`src/rtl/aesd_pkg.sv`:
```
// ----------------------------------------------------------------------------
// AES-128 decryption package
// Shared types, substitution tables and finite field helpers for the
// round cells and the key schedule.
// ----------------------------------------------------------------------------
`default_nettype none

package aesd_pkg;

   localparam int NUM_ROUNDS = 10;
   localparam int KEY_W      = 64;
   localparam int BLOCK_W    = 128;
   localparam int CSR_IDX_W  = 1;
   localparam int CNT_W      = 4;

   localparam logic [CSR_IDX_W-1:0] REG_KEY_HIGH = 1'b0;
   localparam logic [CSR_IDX_W-1:0] REG_KEY_LOW  = 1'b1;

   localparam logic [7:0] GF_POLY = 8'h1b;
   localparam logic [3:0] MUL_E   = 4'he;
   localparam logic [3:0] MUL_B   = 4'hb;
   localparam logic [3:0] MUL_D   = 4'hd;
   localparam logic [3:0] MUL_9   = 4'h9;

   typedef logic [BLOCK_W-1:0] block_type;
   typedef logic [NUM_ROUNDS:0][BLOCK_W-1:0] round_keys_type;

   localparam logic [7:0] FWD_SBOX [0:255] = '{
      8'h63, 8'h7c, 8'h77, 8'h7b, 8'hf2, 8'h6b, 8'h6f, 8'hc5,
      8'h30, 8'h01, 8'h67, 8'h2b, 8'hfe, 8'hd7, 8'hab, 8'h76,
      8'hca, 8'h82, 8'hc9, 8'h7d, 8'hfa, 8'h59, 8'h47, 8'hf0,
      8'had, 8'hd4, 8'ha2, 8'haf, 8'h9c, 8'ha4, 8'h72, 8'hc0,
      8'hb7, 8'hfd, 8'h93, 8'h26, 8'h36, 8'h3f, 8'hf7, 8'hcc,
      8'h34, 8'ha5, 8'he5, 8'hf1, 8'h71, 8'hd8, 8'h31, 8'h15,
      8'h04, 8'hc7, 8'h23, 8'hc3, 8'h18, 8'h96, 8'h05, 8'h9a,
      8'h07, 8'h12, 8'h80, 8'he2, 8'heb, 8'h27, 8'hb2, 8'h75,
      8'h09, 8'h83, 8'h2c, 8'h1a, 8'h1b, 8'h6e, 8'h5a, 8'ha0,
      8'h52, 8'h3b, 8'hd6, 8'hb3, 8'h29, 8'he3, 8'h2f, 8'h84,
      8'h53, 8'hd1, 8'h00, 8'hed, 8'h20, 8'hfc, 8'hb1, 8'h5b,
      8'h6a, 8'hcb, 8'hbe, 8'h39, 8'h4a, 8'h4c, 8'h58, 8'hcf,
      8'hd0, 8'hef, 8'haa, 8'hfb, 8'h43, 8'h4d, 8'h33, 8'h85,
      8'h45, 8'hf9, 8'h02, 8'h7f, 8'h50, 8'h3c, 8'h9f, 8'ha8,
      8'h51, 8'ha3, 8'h40, 8'h8f, 8'h92, 8'h9d, 8'h38, 8'hf5,
      8'hbc, 8'hb6, 8'hda, 8'h21, 8'h10, 8'hff, 8'hf3, 8'hd2,
      8'hcd, 8'h0c, 8'h13, 8'hec, 8'h5f, 8'h97, 8'h44, 8'h17,
      8'hc4, 8'ha7, 8'h7e, 8'h3d, 8'h64, 8'h5d, 8'h19, 8'h73,
      8'h60, 8'h81, 8'h4f, 8'hdc, 8'h22, 8'h2a, 8'h90, 8'h88,
      8'h46, 8'hee, 8'hb8, 8'h14, 8'hde, 8'h5e, 8'h0b, 8'hdb,
      8'he0, 8'h32, 8'h3a, 8'h0a, 8'h49, 8'h06, 8'h24, 8'h5c,
      8'hc2, 8'hd3, 8'hac, 8'h62, 8'h91, 8'h95, 8'he4, 8'h79,
      8'he7, 8'hc8, 8'h37, 8'h6d, 8'h8d, 8'hd5, 8'h4e, 8'ha9,
      8'h6c, 8'h56, 8'hf4, 8'hea, 8'h65, 8'h7a, 8'hae, 8'h08,
      8'hba, 8'h78, 8'h25, 8'h2e, 8'h1c, 8'ha6, 8'hb4, 8'hc6,
      8'he8, 8'hdd, 8'h74, 8'h1f, 8'h4b, 8'hbd, 8'h8b, 8'h8a,
      8'h70, 8'h3e, 8'hb5, 8'h66, 8'h48, 8'h03, 8'hf6, 8'h0e,
      8'h61, 8'h35, 8'h57, 8'hb9, 8'h86, 8'hc1, 8'h1d, 8'h9e,
      8'he1, 8'hf8, 8'h98, 8'h11, 8'h69, 8'hd9, 8'h8e, 8'h94,
      8'h9b, 8'h1e, 8'h87, 8'he9, 8'hce, 8'h55, 8'h28, 8'hdf,
      8'h8c, 8'ha1, 8'h89, 8'h0d, 8'hbf, 8'he6, 8'h42, 8'h68,
      8'h41, 8'h99, 8'h2d, 8'h0f, 8'hb0, 8'h54, 8'hbb, 8'h16
   };

   localparam logic [7:0] INV_SBOX [0:255] = '{
      8'h52, 8'h09, 8'h6a, 8'hd5, 8'h30, 8'h36, 8'ha5, 8'h38,
      8'hbf, 8'h40, 8'ha3, 8'h9e, 8'h81, 8'hf3, 8'hd7, 8'hfb,
      8'h7c, 8'he3, 8'h39, 8'h82, 8'h9b, 8'h2f, 8'hff, 8'h87,
      8'h34, 8'h8e, 8'h43, 8'h44, 8'hc4, 8'hde, 8'he9, 8'hcb,
      8'h54, 8'h7b, 8'h94, 8'h32, 8'ha6, 8'hc2, 8'h23, 8'h3d,
      8'hee, 8'h4c, 8'h95, 8'h0b, 8'h42, 8'hfa, 8'hc3, 8'h4e,
      8'h08, 8'h2e, 8'ha1, 8'h66, 8'h28, 8'hd9, 8'h24, 8'hb2,
      8'h76, 8'h5b, 8'ha2, 8'h49, 8'h6d, 8'h8b, 8'hd1, 8'h25,
      8'h72, 8'hf8, 8'hf6, 8'h64, 8'h86, 8'h68, 8'h98, 8'h16,
      8'hd4, 8'ha4, 8'h5c, 8'hcc, 8'h5d, 8'h65, 8'hb6, 8'h92,
      8'h6c, 8'h70, 8'h48, 8'h50, 8'hfd, 8'hed, 8'hb9, 8'hda,
      8'h5e, 8'h15, 8'h46, 8'h57, 8'ha7, 8'h8d, 8'h9d, 8'h84,
      8'h90, 8'hd8, 8'hab, 8'h00, 8'h8c, 8'hbc, 8'hd3, 8'h0a,
      8'hf7, 8'he4, 8'h58, 8'h05, 8'hb8, 8'hb3, 8'h45, 8'h06,
      8'hd0, 8'h2c, 8'h1e, 8'h8f, 8'hca, 8'h3f, 8'h0f, 8'h02,
      8'hc1, 8'haf, 8'hbd, 8'h03, 8'h01, 8'h13, 8'h8a, 8'h6b,
      8'h3a, 8'h91, 8'h11, 8'h41, 8'h4f, 8'h67, 8'hdc, 8'hea,
      8'h97, 8'hf2, 8'hcf, 8'hce, 8'hf0, 8'hb4, 8'he6, 8'h73,
      8'h96, 8'hac, 8'h74, 8'h22, 8'he7, 8'had, 8'h35, 8'h85,
      8'he2, 8'hf9, 8'h37, 8'he8, 8'h1c, 8'h75, 8'hdf, 8'h6e,
      8'h47, 8'hf1, 8'h1a, 8'h71, 8'h1d, 8'h29, 8'hc5, 8'h89,
      8'h6f, 8'hb7, 8'h62, 8'h0e, 8'haa, 8'h18, 8'hbe, 8'h1b,
      8'hfc, 8'h56, 8'h3e, 8'h4b, 8'hc6, 8'hd2, 8'h79, 8'h20,
      8'h9a, 8'hdb, 8'hc0, 8'hfe, 8'h78, 8'hcd, 8'h5a, 8'hf4,
      8'h1f, 8'hdd, 8'ha8, 8'h33, 8'h88, 8'h07, 8'hc7, 8'h31,
      8'hb1, 8'h12, 8'h10, 8'h59, 8'h27, 8'h80, 8'hec, 8'h5f,
      8'h60, 8'h51, 8'h7f, 8'ha9, 8'h19, 8'hb5, 8'h4a, 8'h0d,
      8'h2d, 8'he5, 8'h7a, 8'h9f, 8'h93, 8'hc9, 8'h9c, 8'hef,
      8'ha0, 8'he0, 8'h3b, 8'h4d, 8'hae, 8'h2a, 8'hf5, 8'hb0,
      8'hc8, 8'heb, 8'hbb, 8'h3c, 8'h83, 8'h53, 8'h99, 8'h61,
      8'h17, 8'h2b, 8'h04, 8'h7e, 8'hba, 8'h77, 8'hd6, 8'h26,
      8'he1, 8'h69, 8'h14, 8'h63, 8'h55, 8'h21, 8'h0c, 8'h7d
   };

   function automatic logic [7:0] gf_xtime(input logic [7:0] v);
      return {v[6:0], 1'b0} ^ (v[7] ? GF_POLY : 8'h00);
   endfunction

   function automatic logic [7:0] gf_mul(input logic [7:0] v, input logic [3:0] k);
      logic [7:0] acc;
      logic [7:0] p;
      acc = 8'h00;
      p   = v;
      for (int i = 0; i < 4; i++) begin
         if (k[i]) begin
            acc = acc ^ p;
         end
         p = gf_xtime(p);
      end
      return acc;
   endfunction

   function automatic logic [31:0] inv_mix_col(input logic [31:0] col);
      logic [7:0] a0, a1, a2, a3;
      a0 = col[31:24];
      a1 = col[23:16];
      a2 = col[15:8];
      a3 = col[7:0];
      return {gf_mul(a0, MUL_E) ^ gf_mul(a1, MUL_B) ^ gf_mul(a2, MUL_D) ^ gf_mul(a3, MUL_9),
              gf_mul(a0, MUL_9) ^ gf_mul(a1, MUL_E) ^ gf_mul(a2, MUL_B) ^ gf_mul(a3, MUL_D),
              gf_mul(a0, MUL_D) ^ gf_mul(a1, MUL_9) ^ gf_mul(a2, MUL_E) ^ gf_mul(a3, MUL_B),
              gf_mul(a0, MUL_B) ^ gf_mul(a1, MUL_D) ^ gf_mul(a2, MUL_9) ^ gf_mul(a3, MUL_E)};
   endfunction

   function automatic logic [7:0] round_const(input logic [CNT_W-1:0] rnd);
      logic [7:0] rc;
      case (rnd)
         4'd1:    rc = 8'h01;
         4'd2:    rc = 8'h02;
         4'd3:    rc = 8'h04;
         4'd4:    rc = 8'h08;
         4'd5:    rc = 8'h10;
         4'd6:    rc = 8'h20;
         4'd7:    rc = 8'h40;
         4'd8:    rc = 8'h80;
         4'd9:    rc = 8'h1b;
         4'd10:   rc = 8'h36;
         default: rc = 8'h00;
      endcase
      return rc;
   endfunction

endpackage

`default_nettype wire

```
`src/rtl/aesd_key_expand.sv`:
```
// ----------------------------------------------------------------------------
// AES-128 key schedule
// Holds the two key registers and, after reset and after every key write,
// expands it into eleven round keys, one per cycle, restarting on a write.
// ----------------------------------------------------------------------------
`default_nettype none

module aesd_key_expand (
   input  wire logic                             clock,
   input  wire logic                             reset,
   input  wire logic                             csr_we,
   input  wire logic [aesd_pkg::CSR_IDX_W-1:0]   csr_index,
   input  wire logic [aesd_pkg::KEY_W-1:0]       csr_wdata,
   output      logic                             busy,
   output      aesd_pkg::round_keys_type         round_keys
);

   logic [aesd_pkg::KEY_W-1:0]   key_high_ff;
   logic [aesd_pkg::KEY_W-1:0]   key_low_ff;
   logic                         busy_ff;
   logic [aesd_pkg::CNT_W-1:0]   cnt_ff;
   aesd_pkg::block_type          cur_ff;
   aesd_pkg::block_type          next_key_in;
   aesd_pkg::round_keys_type     rk_ff;

   always_comb begin
      logic [31:0] t;
      logic [31:0] w0, w1, w2, w3;
      w3 = cur_ff[31:0];
      t  = {aesd_pkg::FWD_SBOX[w3[23:16]], aesd_pkg::FWD_SBOX[w3[15:8]],
            aesd_pkg::FWD_SBOX[w3[7:0]],   aesd_pkg::FWD_SBOX[w3[31:24]]};
      t  = t ^ {aesd_pkg::round_const(cnt_ff), 24'h000000};
      w0 = cur_ff[127:96] ^ t;
      w1 = cur_ff[95:64] ^ w0;
      w2 = cur_ff[63:32] ^ w1;
      w3 = w3 ^ w2;
      next_key_in = {w0, w1, w2, w3};
   end

   always_ff @(posedge clock) begin
      if (reset) begin
         key_high_ff <= '0;
         key_low_ff  <= '0;
         busy_ff     <= 1'b1;
         cnt_ff      <= '0;
      end else if (csr_we) begin
         case (csr_index)
            aesd_pkg::REG_KEY_HIGH: key_high_ff <= csr_wdata;
            aesd_pkg::REG_KEY_LOW:  key_low_ff  <= csr_wdata;
            default: ;
         endcase
         busy_ff <= 1'b1;
         cnt_ff  <= '0;
      end else if (busy_ff) begin
         cnt_ff <= cnt_ff + 1'b1;
         if (cnt_ff == aesd_pkg::CNT_W'(aesd_pkg::NUM_ROUNDS)) begin
            busy_ff <= 1'b0;
         end
      end
   end

   always_ff @(posedge clock) begin
      if (!reset && !csr_we && busy_ff) begin
         if (cnt_ff == '0) begin
            rk_ff[0] <= {key_high_ff, key_low_ff};
            cur_ff   <= {key_high_ff, key_low_ff};
         end else begin
            rk_ff[cnt_ff] <= next_key_in;
            cur_ff        <= next_key_in;
         end
      end
   end

   assign busy       = busy_ff;
   assign round_keys = rk_ff;

endmodule

`default_nettype wire

```
`config.mk`:
```
export PLATFORM = sky130hd
export DESIGN_NAME = aesd_key_expand
export DESIGN_NICKNAME = d
export VERILOG_FILES = /design/src/rtl/aesd_pkg.sv /design/src/rtl/aesd_key_expand.sv
export SDC_FILE = /design/constraint.sdc
export NUM_CORES = 2
export LEC_CHECK = 0
export ABC_AREA = 1
export BUFFER_PORTS_ARGS = -buffer_cell sky130_fd_sc_hd__buf_2
export CORE_AREA = 2 2 569 571
export CTS_CLUSTER_SIZE = 16
export DETAILED_ROUTE_END_ITERATION = 16
export DIE_AREA = 0 0 571 573
export PLACE_DENSITY = 0.46
export SLEW_MARGIN = 25
export SYNTH_ARGS = -nofsm -noshare
export SYNTH_HDL_FRONTEND = slang
export SYNTH_SLANG_ARGS = --single-unit
```
`constraint.sdc`:
```
create_clock -name clock -period 26.3 [get_ports clock]
set_input_delay 2.63 -clock clock [delete_from_list [all_inputs] [get_ports clock]]
set_output_delay 2.63 -clock clock [all_outputs]
set_load 0.05 [all_outputs]
```
# --- Yosys cells after proc, flatten, opt, wreduce, memory -nomap -nowiden ---
# Memories as Yosys holds them, arrays and structs flattened. A register that Yosys moved wholly into a read port is not among the register bits.
# Index checks and enable logic that the tools add are counted.
word_totals:
  reg_bits: 1669
  word_cells: 67
  out_inout_bits: 1409
  n_memories: 5
  in_bits: 68
  romBits: 8320
mem_list:
  columns: ["memory", "words", "width", "read_ports", "rd_ports_with_merged_regs", "wr", "line_no", "rtl"]
  rows:
  - ["(name not given)", 256, 8, 1, 0, 0, "aesd_key_expand.sv:31", "aesd_pkg::FWD_SBOX[w3[7:0]], aesd_pkg::FWD_SBOX[w3[31:24]]};"]
  - ["(name not given)", 256, 8, 1, 0, 0, "aesd_key_expand.sv:31", null]
  - ["(name not given)", 256, 8, 1, 0, 0, "aesd_key_expand.sv:30", "t = {aesd_pkg::FWD_SBOX[w3[23:16]], aesd_pkg::FWD_SBOX[w3[15:8]],"]
  - ["(name not given)", 256, 8, 1, 0, 0, "aesd_key_expand.sv:30", null]
  - ["(name not given)", 16, 8, 1, 1, 0, "aesd_pkg.sv:130", "case (rnd)"]
op_classes:
  n_mux: 17
  eq_ne: 1
  addsub: 1
  n_reduce_logical: 10
  n_bitwise: 11
  magnitude_cmp: 6
op_table:
  columns: ["op", "count"]
  rows:
  - ["1408-bit bitwise mux", 1]
  - ["128-bit demux with 4-bit select", 1]
  - ["128-bit two-way mux", 3]
  - ["32-bit bitwise XOR", 5]
  - ["8-bit two-way mux", 8]
  - ["9-bit greater-or-equal comparator, second input constant", 4]
  - ["8-bit NOT with 9-bit output", 4]
  - ["4-bit two-way mux", 2]
  - ["2-bit AND reduction", 3]
  - ["4-bit by 5-bit less-than comparator with 1-bit output, second input constant", 1]
  - ["4-bit by 1-bit adder with 4-bit output, second input constant", 1]
  - ["4-bit == test, second input constant", 1]
  - ["4-bit by 1-bit greater-or-equal comparator with 1-bit output, second input constant", 1]
  - ["4-bit zero test", 1]
  - ["1-bit logical AND", 3]
  - ["1-bit zero test", 2]
  - ["1-bit two-way mux", 2]
  - ["1-bit NOT", 2]
  - ["2-bit OR reduction", 1]

# --- Logic depth before layout (Yosys ltp) ---
depth:
  depth_word: 11
  mapped_depth: 22
  mapped_depth_nobuf: 21

# --- Worst setup path before layout ---
# No wires, ideal clock.
synth_timing:
  path_kind: "input to register"
  from: "input csr_we"
  to: "register rk_ff, in the netlist round_keys[128], enable pin"
  setup_time_ns: 0.773
  cell_stages: 5
  path_buffers: 0
  t_arrival_ns: 18.484
  t_required_ns: 25.527
  setup_slack_ns: 7.043
  path_cell_list: "nor2_1 -> inv_1 -> nor2_1 -> nand2_1 -> nor3_1"
synth_between:
  elab_chain_cells: 4
synth_rtl:
  columns: ["item", "line_no", "rtl"]
  rows:
  - ["start, declared", "aesd_key_expand.sv:11", "input wire logic csr_we,"]
  - ["1-bit zero test", "aesd_key_expand.sv:63", "if (!reset && !csr_we && busy_ff) begin"]
  - ["1-bit logical AND (2 in a row)", "aesd_key_expand.sv:63", null]
  - ["2-bit AND reduction (no source line)", null, null]
  - ["end signal, assigned by index", "aesd_key_expand.sv:68", "rk_ff[cnt_ff] <= next_key_in;"]
  - ["end, declared", "aesd_key_expand.sv:24", "aesd_pkg::round_keys_type rk_ff;"]
# Every way passes these cells.
# A chain may end at the register's enable or synchronous reset.

# --- Worst setup path after layout ---
layout_timing:
  from: "register cur_ff[17]"
  to: "register rk_ff, in the netlist round_keys[1055] (data pin)"
layout_between:
  elab_chain_cells: 10
layout_rtl:
  columns: ["item", "line_no", "rtl"]
  rows:
  - ["start, declared", "aesd_key_expand.sv:22", "aesd_pkg::block_type cur_ff;"]
  - ["start signal, assigned", "aesd_key_expand.sv:66", "cur_ff <= {key_high_ff, key_low_ff};"]
  - ["start signal, assigned", "aesd_key_expand.sv:69", "cur_ff <= next_key_in;"]
  - ["8-bit NOT with 9-bit output (implied by the code)", "aesd_key_expand.sv:30", null]
  - ["memory read 256 x 8 bit", null, null]
  - ["8-bit two-way mux (implied by the code) (2 in a row)", "aesd_key_expand.sv:30", null]
  - ["32-bit bitwise XOR", "aesd_key_expand.sv:32", "t = t ^ {aesd_pkg::round_const(cnt_ff), 24'h000000};"]
  - ["32-bit bitwise XOR", "aesd_key_expand.sv:33", "w0 = cur_ff[127:96] ^ t;"]
  - ["named net next_key_in[127]", "aesd_key_expand.sv:23", "aesd_pkg::block_type next_key_in;"]
  - ["32-bit bitwise XOR", "aesd_key_expand.sv:34", "w1 = cur_ff[95:64] ^ w0;"]
  - ["32-bit bitwise XOR", "aesd_key_expand.sv:35", "w2 = cur_ff[63:32] ^ w1;"]
  - ["named net next_key_in[63]", "aesd_key_expand.sv:23", null]
  - ["32-bit bitwise XOR", "aesd_key_expand.sv:36", "w3 = w3 ^ w2;"]
  - ["named net next_key_in[31]", "aesd_key_expand.sv:23", null]
  - ["1408-bit bitwise mux", "aesd_key_expand.sv:68", null]
# The timed path passes the listed nets, and every way through them passes these cells. The select of a mux whose other input is x is not followed.

==> impl_metrics.py <==
metrics = {
    "power_and_ir_drop": {
        "peakVddDrop_mv": 0.0654,
        "p_leak_nw": 33.8,
        "powerDensity_nw_per_um2": 75.6,
    },
    "setup_path": {
        "crit_slowest_cell": "edfxtp_1",
        "cpLargestDelayFamily": "simple AND/OR/NAND/NOR gates",
        "critical_path_buf_inv_count": 2,
        "path_cells": "inv_2, ha_1, nor2_1, inv_1, nand3_1, nand3_1, nand3_1, nand3_1, nand3_1, nand3_1, nand2_1, nand2_1, nand3_1, nand2_2, nand2_1, and2_1",
        "crit_path_end_kind": "flop",
        "critPathMostFrequentCell": "nand3_1",
        "max_stage_delay_ns": 1.02,
        "cp.required_ns": 26.81,
        "start_kind": "flop",
        "crit_path_max_fanout": 14,
        "worstSetupPathType": "flop to flop",
        "worstPathArrival_ns": 6.76,
    },
    "die": {
        "dieArea_um2": 327000,
        "core.rowCount": 208,
        "initial_utilization_pct": 21.1,
        "die_x_um": 571,
        "fp.dieH_um": 573,
        "ios": 1477,
        "coreArea_um2": 320000,
    },
    "clock_network": {
        "root_buffer": "clkbuf_16",
        "cts.sinks": 1677,
        "cts_tree": "yes",
        "ctsHtreeMaxLevel": 4,
        "post-cts-setup-buffers": 0,
        "numCtsBuffers": 186,
        "clk_latency_ns": 0.92,
        "cts_hold_buf": 0,
        "clock_path_buffers": 4,
        "cts_resized": 0,
        "clk_pin_slew_ns": 0.06,
    },
    "drt": {
        "drt_first_pass_iters": 6,
        "wire_per_inst_um": 28.3,
        "drt_iter0_markers": 6107,
        "vias": 53100,
        "antenna_left": 0,
        "drc": 0,
        "via_per_inst": 4.56,
        "wl_um": 330000,
    },
    "final_layout": {
        "drive_gt1_share_pct": 26.8,
        "layout.nets": 7298,
        "syn_to_final_growth_pct": 27.3,
        "fin_util_pct": 26.9,
    },
    "sta": {
        "hold_viol": 0,
        "clock_skew_ns": 0.111,
        "slew_headroom_pct": 23.9,
        "timing.final.max_slew_violations": 0,
        "finalCriticalPeriod_ns": 6.26,
        "fin_hold_ws_ns": 0.463,
        "worst_slew_pin_slew_ns": 1.14,
        "final.setup.tns_ns": 0,
        "min_period_over_period_pct": 23.8,
        "rsz0062_at_grt": "no",
        "setup_viol": 0,
        "clock.fmax_mhz": 160,
    },
    "synth": {
        "yosysMostFrequentCell": "edfxtp_1",
        "syn_nets": 5814,
        "netlist-cell-type-count": 37,
        "ys_ff_latch": 1677,
        "synth_cells": 5682,
        "yosysSeqAreaShare_pct": 72.3,
        "synth_area_leaders": "edfxtp_1 68%, nand3_1 9.2%, nand2_1 6.6%, dfxtp_1 4.2%, nor2_1 1.9%",
        "synth_edf_count": 1536,
        "netlist_top_cells_count": "1,536 x edfxtp_1, 1,241 x nand3_1, 1,191 x nand2_1",
        "synthFlopType": "edfxtp_1",
        "syn-cell-area_um2": 67700,
        "synth_area_leader_cell": "edfxtp_1",
        "syn_avg_cell_area_um2": 11.9,
        "synthArstFlopShare_pct": 0,
        "netlist.area_leader.share_pct": 68.2,
        "synth_warnings": 0,
    },
    "global_routing": {
        "grt_overflow": 0,
        "grt_use_met3_pct": 3.50,
        "grt_use_met1_pct": 24.0,
        "grt_first_pass_wirelength_um": 440000,
        "busiest_layer": "met2",
        "grt_antenna_before_repair": 59,
        "grt_pass1_vias": 50400,
        "met2_usage_pct": 32.4,
        "grt_max_degree": 87,
        "grt.total_usage_pct": 19.2,
    },
    "place": {
        "dpl.hpwl_um": 238000,
        "gp_congestion": 0.934,
        "portBuffers": 1476,
    },
    "job": {
        "cap_violations": 0,
    },
    "status": {
        "status": "complete, no violations",
    },
    "hold_path": {
        "min_path_type": "flop to flop",
    },
}
## area by class of cell
class	count	area, um2
diodes	24	60.1
multi-input cells	3370	16100
flip-flops and latches	1677	48900
fillers	33600	234000
well taps	4305	5390
repair buffers	1573	8150
clock buffers	238	4980
clock inverters	99	1160
inverters	358	1370
## cells by family after synthesis
group                      Yosys count  synth area share, %
and+or+nand+nor                   2922                 19.1
DFF                               1677                 72.3
buffers and inverters              635                 4.03
AOI/OAI and AO/OA                  375                 3.23
adders and majority gates           64                 1.18
xor gates and xnor gates             9                0.116
## per-stage QoR
step | setup WS, ns | instance area (um2) | total power, mW | std cells
2_1_floorplan | 7.04 | 67700 | 3.53 | 5682
3_3_place_gp | 19.92 | 79900 | 3.91 | 11300
3_5_place_dp | 19.84 | 79900 | 3.91 | 11300
4_1_cts | 19.92 | 86100 | 6.57 | 11600
5_1_grt | 19.81 | 86100 | 6.72 | 11600
6_report | 20.04 | 86100 | 6.51 | 11600
## flip-flops by register name, indices dropped and copies added (netlist names), named ones only
register,count
round_keys,1408
busy,1
key_low_ff,64
cnt_ff,4
cur_ff,128
key_high_ff,64
## metal layers
layer | share of wire (%) | up-vias
li1 | - | 23100
met1 | 40 | 26900
met2 | 48 | 2577
met5 | 0.031 | -
met3 | 7.2 | 458
met4 | 4.7 | 18
## tightest hold or removal path: cells and delay by family (launching register included)
family,cells,cell delay [ns]
flops,1,0.30
simple gates,1,0.06
compound gates,1,0.05
## placed cells by master, fill, tap and decap left out, drive strengths merged, types with 8 or more instances in the layout
| master | n |
|---|---|
| a211oi | 95 |
| a21oi | 127 |
| and2 | 32 |
| buf | 1573 |
| bufinv | 19 |
| clkbuf | 238 |
| clkinv | 77 |
| dfxtp | 141 |
| diode | 24 |
| edfxtp | 1536 |
| ha | 64 |
| inv | 354 |
| nand2 | 1245 |
| nand3 | 1245 |
| nand3b | 21 |
| nor2 | 351 |
| nor3 | 16 |
| o21ai | 124 |
| o21bai | 17 |
| xor2 | 8 |
## report_power, final
part | switching [mW] | total (mW) | internal [mW] | leakage, nW
registers | 0.0190 | 3.05 | 3.03 | 15.1
logic | 0.658 | 0.803 | 0.145 | 15.6
clock network | 1.12 | 2.65 | 1.53 | 2.98
## path summary, 6_finish.rpt
path / end / slack [ns] / cells past startpoint / start
max: round_keys[1055]$_DFFE_PP_ / 20.04 / 16 / cur_ff[17]$_DFFE_PP_
min: key_low_ff[5]$_SDFFE_PP0P_ / 0.46 / 2 / key_low_ff[5]$_SDFFE_PP0P_
max reg2reg: round_keys[1055]$_DFFE_PP_ / 20.04 / 16 / cur_ff[17]$_DFFE_PP_
min reg2reg: key_low_ff[5]$_SDFFE_PP0P_ / 0.46 / 2 / key_low_ff[5]$_SDFFE_PP0P_
Note: power is estimated with default switching activity, not from simulation.
